<file path="config.mk">
export PLATFORM = sky130hd
export DESIGN_NAME = kcr_div
export DESIGN_NICKNAME = d
export VERILOG_FILES = /design/src/rtl/kcr_pkg.sv /design/src/rtl/kcr_div.sv
export SDC_FILE = /design/constraint.sdc
export NUM_CORES = 1
export LEC_CHECK = 0
export ABC_AREA = 1
export BUFFER_PORTS_ARGS = -buffer_cell sky130_fd_sc_hd__buf_4
export CORE_MARGIN = 1
export CORE_UTILIZATION = 35
export CTS_CLUSTER_SIZE = 10
export DETAILED_ROUTE_END_ITERATION = 12
export GPL_TIMING_DRIVEN = 0
export REMOVE_ABC_BUFFERS = 1
export SYNTH_ARGS = -nofsm -noshare
export SYNTH_HDL_FRONTEND = slang
export SYNTH_SLANG_ARGS = --single-unit
export TNS_END_PERCENT = 5
</file>
<file path="constraint.sdc">
create_clock -name clk_i -period 5.9 [get_ports clk_i]
set_input_delay 0.295 -clock clk_i [delete_from_list [all_inputs] [get_ports clk_i]]
set_output_delay 0.295 -clock clk_i [all_outputs]
set_load 0.02 [all_outputs]
</file>
<file path="src/rtl/kcr_pkg.sv">
package kcr_pkg;

  // Store geometry.
  localparam int MaxNodes = 64;
  localparam int AddrW    = $clog2(MaxNodes);
  localparam int CntW     = $clog2(MaxNodes + 1);

  // Result status codes.
  localparam logic [2:0] StInterp = 3'd0;
  localparam logic [2:0] StClamp  = 3'd1;
  localparam logic [2:0] StEmpty  = 3'd2;
  localparam logic [2:0] StInsert = 3'd3;
  localparam logic [2:0] StFull   = 3'd4;

  // One stored node: key and coordinates, all signed Q16.16.
  typedef struct packed {
    logic signed [31:0] key;
    logic signed [31:0] x;
    logic signed [31:0] y;
    logic signed [31:0] z;
  } entry_t;

  // Twice a tangent, the exact difference of two coordinates.
  typedef logic signed [32:0] diff_t;

  // Select one coordinate of a node by axis.
  function automatic logic signed [31:0] crd(input entry_t e, input logic [1:0] a);
    logic signed [31:0] r;
    case (a)
      2'd0:    r = e.x;
      2'd1:    r = e.y;
      default: r = e.z;
    endcase
    return r;
  endfunction

endpackage

</file>
<file path="src/rtl/kcr_div.sv">
module kcr_div (
  input  logic        clk_i,
  input  logic        rst_ni,
  input  logic        start_i,
  input  logic [31:0] num_i,
  input  logic [31:0] den_i,
  output logic        busy_o,
  output logic [15:0] q_o
);
  import kcr_pkg::*;

  logic [31:0] rem_q;
  logic [31:0] den_q;
  logic [15:0] q_q;
  logic [4:0]  cnt_q;
  logic [32:0] shl;
  logic [32:0] sub;
  logic        ge;

  // Restoring division, one quotient bit per cycle. The numerator is
  // below the divisor, so the remainder always fits in 32 bits.
  assign shl = {rem_q, 1'b0};
  assign sub = shl - {1'b0, den_q};
  assign ge  = shl >= {1'b0, den_q};

  always_ff @(posedge clk_i or negedge rst_ni) begin
    if (!rst_ni) begin
      cnt_q <= 5'd0;
    end else if (start_i) begin
      cnt_q <= 5'd16;
    end else if (cnt_q != 5'd0) begin
      cnt_q <= cnt_q - 5'd1;
    end
  end

  always_ff @(posedge clk_i) begin
    if (start_i) begin
      rem_q <= num_i;
      den_q <= den_i;
      q_q   <= 16'd0;
    end else if (cnt_q != 5'd0) begin
      rem_q <= ge ? sub[31:0] : shl[31:0];
      q_q   <= {q_q[14:0], ge};
    end
  end

  assign busy_o = cnt_q != 5'd0;
  assign q_o    = q_q;

endmodule

</file>
==> impl_metrics.ini, run 1 <==
[cells_and_area]
final_common_cell = nand2_1
instances_no_fill = 1202
drive_above_1_share_pct = 12.1
layout_common_cells = 336 x nand2_1, 178 x inv_1, 83 x buf_4
antenna_cells = 0
syn2layout_area_growth_pct = 17.8
nets = 1074
final_core_util_pct = 42.3

[pwr]
worst_ir_drop_vdd_mv = 0.198
powerDensity_nw_per_um2 = 480
p_leak_nw = 3.89

[synth]
syn_inst = 895
synth_ff_type = edfxtp_1
syn-mean-instance-area_um2 = 6.96
syn_area_um2 = 6230
synth_edf_count = 64
synth_async_sr_flop_share_pct = 5.88
synth_warnings = 0
synth_seq_area_share_pct = 38.0
synth_cell_types = 37
ys_ff_latch = 85

[place]
placedCellCount = 1185
place_congestion = 0.916
portBuffers = 83
dp_hpwl_mm = 11.6

[sta]
grt_setup_unrepaired = no
worstMarginPinSlew_ps = 1090
period_minus_slack_ps = 3100
max_freq_ghz = 0.322
final-hold-violation-count = 0
setup_tns_ps = 0
finalSetupViolCount = 0
finalCritPeriodShare_pct = 52.6
fin_worst_skew_ps = 12.4
slew_headroom_pct = 26.6
finalMaxSlewViolations = 0

[worst_setup_path]
startpoint_type = register
regToRegStartpoint = rem_q[27]
crit_fanout = 33
setup.worst_path.end_class = register
worstPathRequired_ps = 6010
worstSetupPathType = reg2reg
critPathLaunch = rem_q[27]
cp_data_arrival_time_ps = 3210

[floorplanning]
num_io_pins = 84
dieArea_um2 = 18300
dieWidth_um = 135
coreArea_um2 = 17400
initial_core_util_pct = 35.9
fp.dieH_um = 135
placementRows = 48

[clock_network]
cts.sinks = 85
worst_skew_pair.late_latency_ps = 360
cts_inserted_buffers = 9
cts_tree = yes
clk_pin_slew_ps = 80
htreeDepth = 3
cts_hold_repair.buffers = 1
cts_buffer_depth = 2
post_cts_resize_count = 0
postCtsSetupBuffers = 0
root_buffer = clkbuf_16

[global_routing]
overflow = 0
grt_pass1_wl_mm = 25.7
grt_max_degree = 70
track_usage_pct = 18.1
antenna_found_initial = 0
grt_pass1_vias = 5304

[route]
wl_per_cell_um = 12.9
drt-initial-drc-count = 328
vias = 5478
ant_nets = 0
vias_per_cell = 4.56
drt_first_pass_iters = 5
drt-total-wl_mm = 15.4
post-route-drc-count = 0

[min_path]
hp-class = in2reg
min-delay-start = den_i[10]

[outcome]
status = complete, no violations

[job]
cap_violations = 0
synthesized netlist by cell type (all sizes together), types with 2 or more instances:
| master | number | area share (%) |
|---|---|---|
| nand2 | 342 | 21 |
| inv | 180 | 11 |
| nand3 | 75 | 6.4 |
| edfxtp | 64 | 31 |
| nor2 | 51 | 3.3 |
| ha | 34 | 6.8 |
| nand3b | 26 | 3.1 |
| a21oi | 19 | 1.5 |
| dfxtp | 16 | 5.1 |
| o22ai | 15 | 1.5 |
| buf | 13 | 1.5 |
| xnor2 | 13 | 1.8 |
| nand4 | 9 | 0.90 |
| and2 | 5 | 0.50 |
| clkbuf | 5 | 0.30 |
| clkinv | 5 | 0.30 |
| dfrtp | 5 | 2.0 |
| o21ai | 4 | 0.32 |
| nor3 | 2 | 0.16 |
| o21a | 2 | 0.24 |
| o21bai | 2 | 0.24 |
critical path: stages (launching register included):
cell and delay (ps):
edfxtp_1 410, ha_1 370, a21oi_1 330, nand2_1 90
a21oi_1 140, nand2_1 100, nor2_4 720, nand2_4 430
nand3_1 180, nand2_1 70
logic make-up (layout without fill, tap and decap cells):
| group | after synthesis | after routing | share of synthesized area [%] |
|---|---|---|---|
| adders and majority gates | 35 | 35 | 7.15 |
| buffers and inverters | 203 | 285 | 12.9 |
| DFF | 85 | 85 | 38.0 |
| xor gates and xnor gates | 14 | 14 | 1.97 |
| and+or+nand+nor | 512 | 512 | 35.6 |
| AOI/OAI and AO/OA | 46 | 46 | 4.34 |
where the power goes:
part | total, W | switching, W | leakage, nW | internal [W]
logic | 0.00202 | 0.00129 | 2.89 | 0.000729
registers | 0.000921 | 0.0000788 | 0.847 | 0.000842
clock network | 0.000590 | 0.000285 | 0.152 | 0.000305
final timing paths:
path | to | slack (ps) | cells past startpoint
worst max register to register | rem_q[0] | 2800 | 9
min in group asynchronous | cnt_q[1] | 260 | 2
worst max-delay path | rem_q[0] | 2800 | 9
worst min-delay path | den_q[10] | 100 | 1
max in group asynchronous | cnt_q[3] | 5530 | 2
worst min register to register | q_o[15] | 480 | 2
metal layers:
layer	global-route usage [%]	routed length, um	vias to the layer above
met4	5.68	201	0
met3	3.25	656	11
li1	-	-	2954
met2	28.8	6800	116
met1	24.9	7790	2397
met5	0	0	-
through the flow:
stage               total power (W)  worst slack, ps  instance area [um2]  hold slack, ps
global route                0.00390             2480                 7350            91.0
detailed placement          0.00294             2570                 7030             102
global placement            0.00293             2600                 7030             105
CTS                         0.00356             2770                 7350            88.7
floorplan                   0.00243             3310                 6120          -0.591
finish                      0.00353             2800                 7350             102
flip-flops by register name, summed over array words and instances, names as in the netlist:
| name | count |
|---|---|
| den_q | 32 |
| rem_q | 32 |
| q_o | 16 |
| cnt_q | 5 |
cell type report:
type                       instances  area, um2
inverter                         185        696
timing repair buffer              84        633
multi-input combinational        607       3060
tap                              225        282
sequential                        85       2370
fill                            1820      10000
clock buffer                       9        225
clock inverter                     7       83.8
Power figures use the tool's default switching activity.
==> run 2, diff against run 1 <==
- clock period: 5.9 -> 2.9 ns (I/O delays scaled with it)
==> run 2 against run 1 <==
Net effect:
- non-clock buffer count rose by 35
- global-route usage grew 0.61 points
- power is 110% higher
- first-iteration DRC count increased by 0.30%
- routed wire length rose by 4.5%
- hold slack worse by 55 ps
- setup slack got worse by 2500 ps
- sequential share of layout area decreased by 1.6 points
- final cell count rose by 3.0%
- final area up 5.1%
- die area stayed put
==> impl_metrics.ini, run 2 (synthesis results as in run 1) <==
[global_routing]
grt_max_degree = 70
grt_pass1_wl_mm = 26.5
overflow = 0
antenna_found_initial = 0
grt_pass1_vias = 5415
track_usage_pct = 18.7

[sta]
max_freq_ghz = 0.379
fin_worst_skew_ps = 10.7
whs_ps = 46.9
postLayoutSetupSlackWorst_ps = 259
slew_headroom_pct = 44.2
worstMarginPinSlew_ps = 837
grt_setup_unrepaired = no
finalMaxSlewViolations = 0
period_minus_slack_ps = 2640
finalSetupViolCount = 0
final-hold-violation-count = 0
setup_tns_ps = 0
finalCritPeriodShare_pct = 91.1

[min_path]
hold_end = rem_q[19]
min-delay-start = num_i[19]
hp-class = in2reg
hold_depth = 3

[route]
vias_per_cell = 4.53
drt-initial-drc-count = 329
ant_nets = 0
drt-total-wl_mm = 16.1
drt_first_pass_iters = 5
post-route-drc-count = 0
vias = 5604
wl_per_cell_um = 13.0

[worst_setup_path]
setup.worst_path.end_class = register
worstPathRequired_ps = 3010
worst_path_largest_cell_delay_ps = 410
worstSetupPathType = reg2reg
critPathSlowestCell = ha_1
reg2reg_slack_ps = 260
regToRegStartpoint = rem_q[24]
startpoint_type = register
path_common_cell = nand2_1
crit_fanout = 33
r2r_end = rem_q[4]
crit_chain = ha_1 -> nand2_1 -> nor2_1 -> nand2_1 -> nor2_1 -> nand2_8 -> nand2_8 -> nand2_1 -> nand3_1 -> nand2_1
rr_worst_depth = 10
cp_data_arrival_time_ps = 2750

[floorplanning]
placementRows = 48
fp.dieH_um = 135
initial_core_util_pct = 35.9
dieWidth_um = 135
dieArea_um2 = 18300
num_io_pins = 84
coreArea_um2 = 17400

[pwr]
worst_ir_drop_vdd_mv = 0.404
powerDensity_nw_per_um2 = 952
p_leak_nw = 4.03

[outcome]
status = complete, no violations

[cells_and_area]
antenna_cells = 0
final_common_cell = nand2_1
multi_input_area_um2 = 3090
final_core_util_pct = 44.5
nFillCells = 1801
nets = 1110
instances_no_fill = 1238
regArea_um2 = 2370
drive_above_1_share_pct = 12.1
layout_common_cells = 336 x nand2_1, 178 x inv_1, 86 x buf_4
syn2layout_area_growth_pct = 23.9

[place]
dp_hpwl_mm = 11.6
portBuffers = 83
pre_cts_slack_ps = -281
placedCellCount = 1185
place_congestion = 0.916

[clock_network]
htreeDepth = 3
cts.sinks = 85
root_buffer = clkbuf_16
cts_inserted_buffers = 9
cts_buffer_depth = 2
worst_skew_pair.late_latency_ps = 360
clk_pin_slew_ps = 80
cts_tree = yes

[job]
cap_violations = 0
-- run 2: cell types whose count changed in the layout (fill, tap and decap cells not counted) --
cell | previous run | this run
nand2_4 | 2 | 0
nand2_8 | 0 | 2
nor2_4 | 1 | 2
buf_4 | 83 | 86
clkinv_1 | 4 | 3
clkinvlp_4 | 0 | 1
dlygate4sd3_1 | 1 | 33
-- run 2: what timing repair did --
item | CTS | global route
hold endpoints to repair | 37 | 0
hold buffers | 33 | 0
resized for setup | 0 | 4
pin swaps | 1 | 0
gates cloned | 1 | 0
endpoints found under the setup margin | 33 | 48
buffers inserted | 3 | 0
-- run 2: critical path, delay by kind of cell (launching register included) --
| family | cells | cell delay [ps] |
|---|---|---|
| flops | 1 | 400 |
| fa+ha+maj | 1 | 410 |
| simple gates | 9 | 1570 |
-- run 2: power by group --
part / switching [W] / internal (W) / total (W)
clock network: 0.000583 / 0.000620 / 0.00120
registers: 0.000161 / 0.00171 / 0.00187
logic: 0.00270 / 0.00157 / 0.00427
-- run 2: metal layers --
layer,part of all wire [%],vias up,GRT usage [%]
met3,3.9,13,3.59
met5,0,-,0
met1,50,2461,25.6
li1,-,3029,-
met2,44,101,29.6
met4,1.3,0,6.05
-- run 2: worst max-delay path by stage --
stage | cells past startpoint | from | slack, ps | end
after floorplan | 5 | cnt_q[0] | 310 | rem_q[0]
after global placement | 5 | cnt_q[0] | -390 | rem_q[25]
after detailed placement | 4 | start_i | -280 | cnt_q[1]
after CTS | 9 | rem_q[27] | 30 | rem_q[10]
after global routing | 12 | rem_q[27] | 30 | rem_q[27]
final | 10 | rem_q[24] | 260 | rem_q[4]
-- run 2: cell type report --
class / instances / share of cell area (%)
multi-input combinational: 608 / 40.0
sequential: 85 / 30.7
timing repair buffer: 119 / 12.6
inverter: 185 / 9.06
tap: 225 / 3.65
clock buffer: 9 / 2.92
clock inverter: 7 / 1.09
-- run 2: metrics by stage --
step / instance area (um2) / power (W)
after global routing: 7720 / 0.00810
final: 7720 / 0.00735
after floorplan: 6120 / 0.00495
after global placement: 7030 / 0.00597
after CTS: 7690 / 0.00735
after detailed placement: 7030 / 0.00599
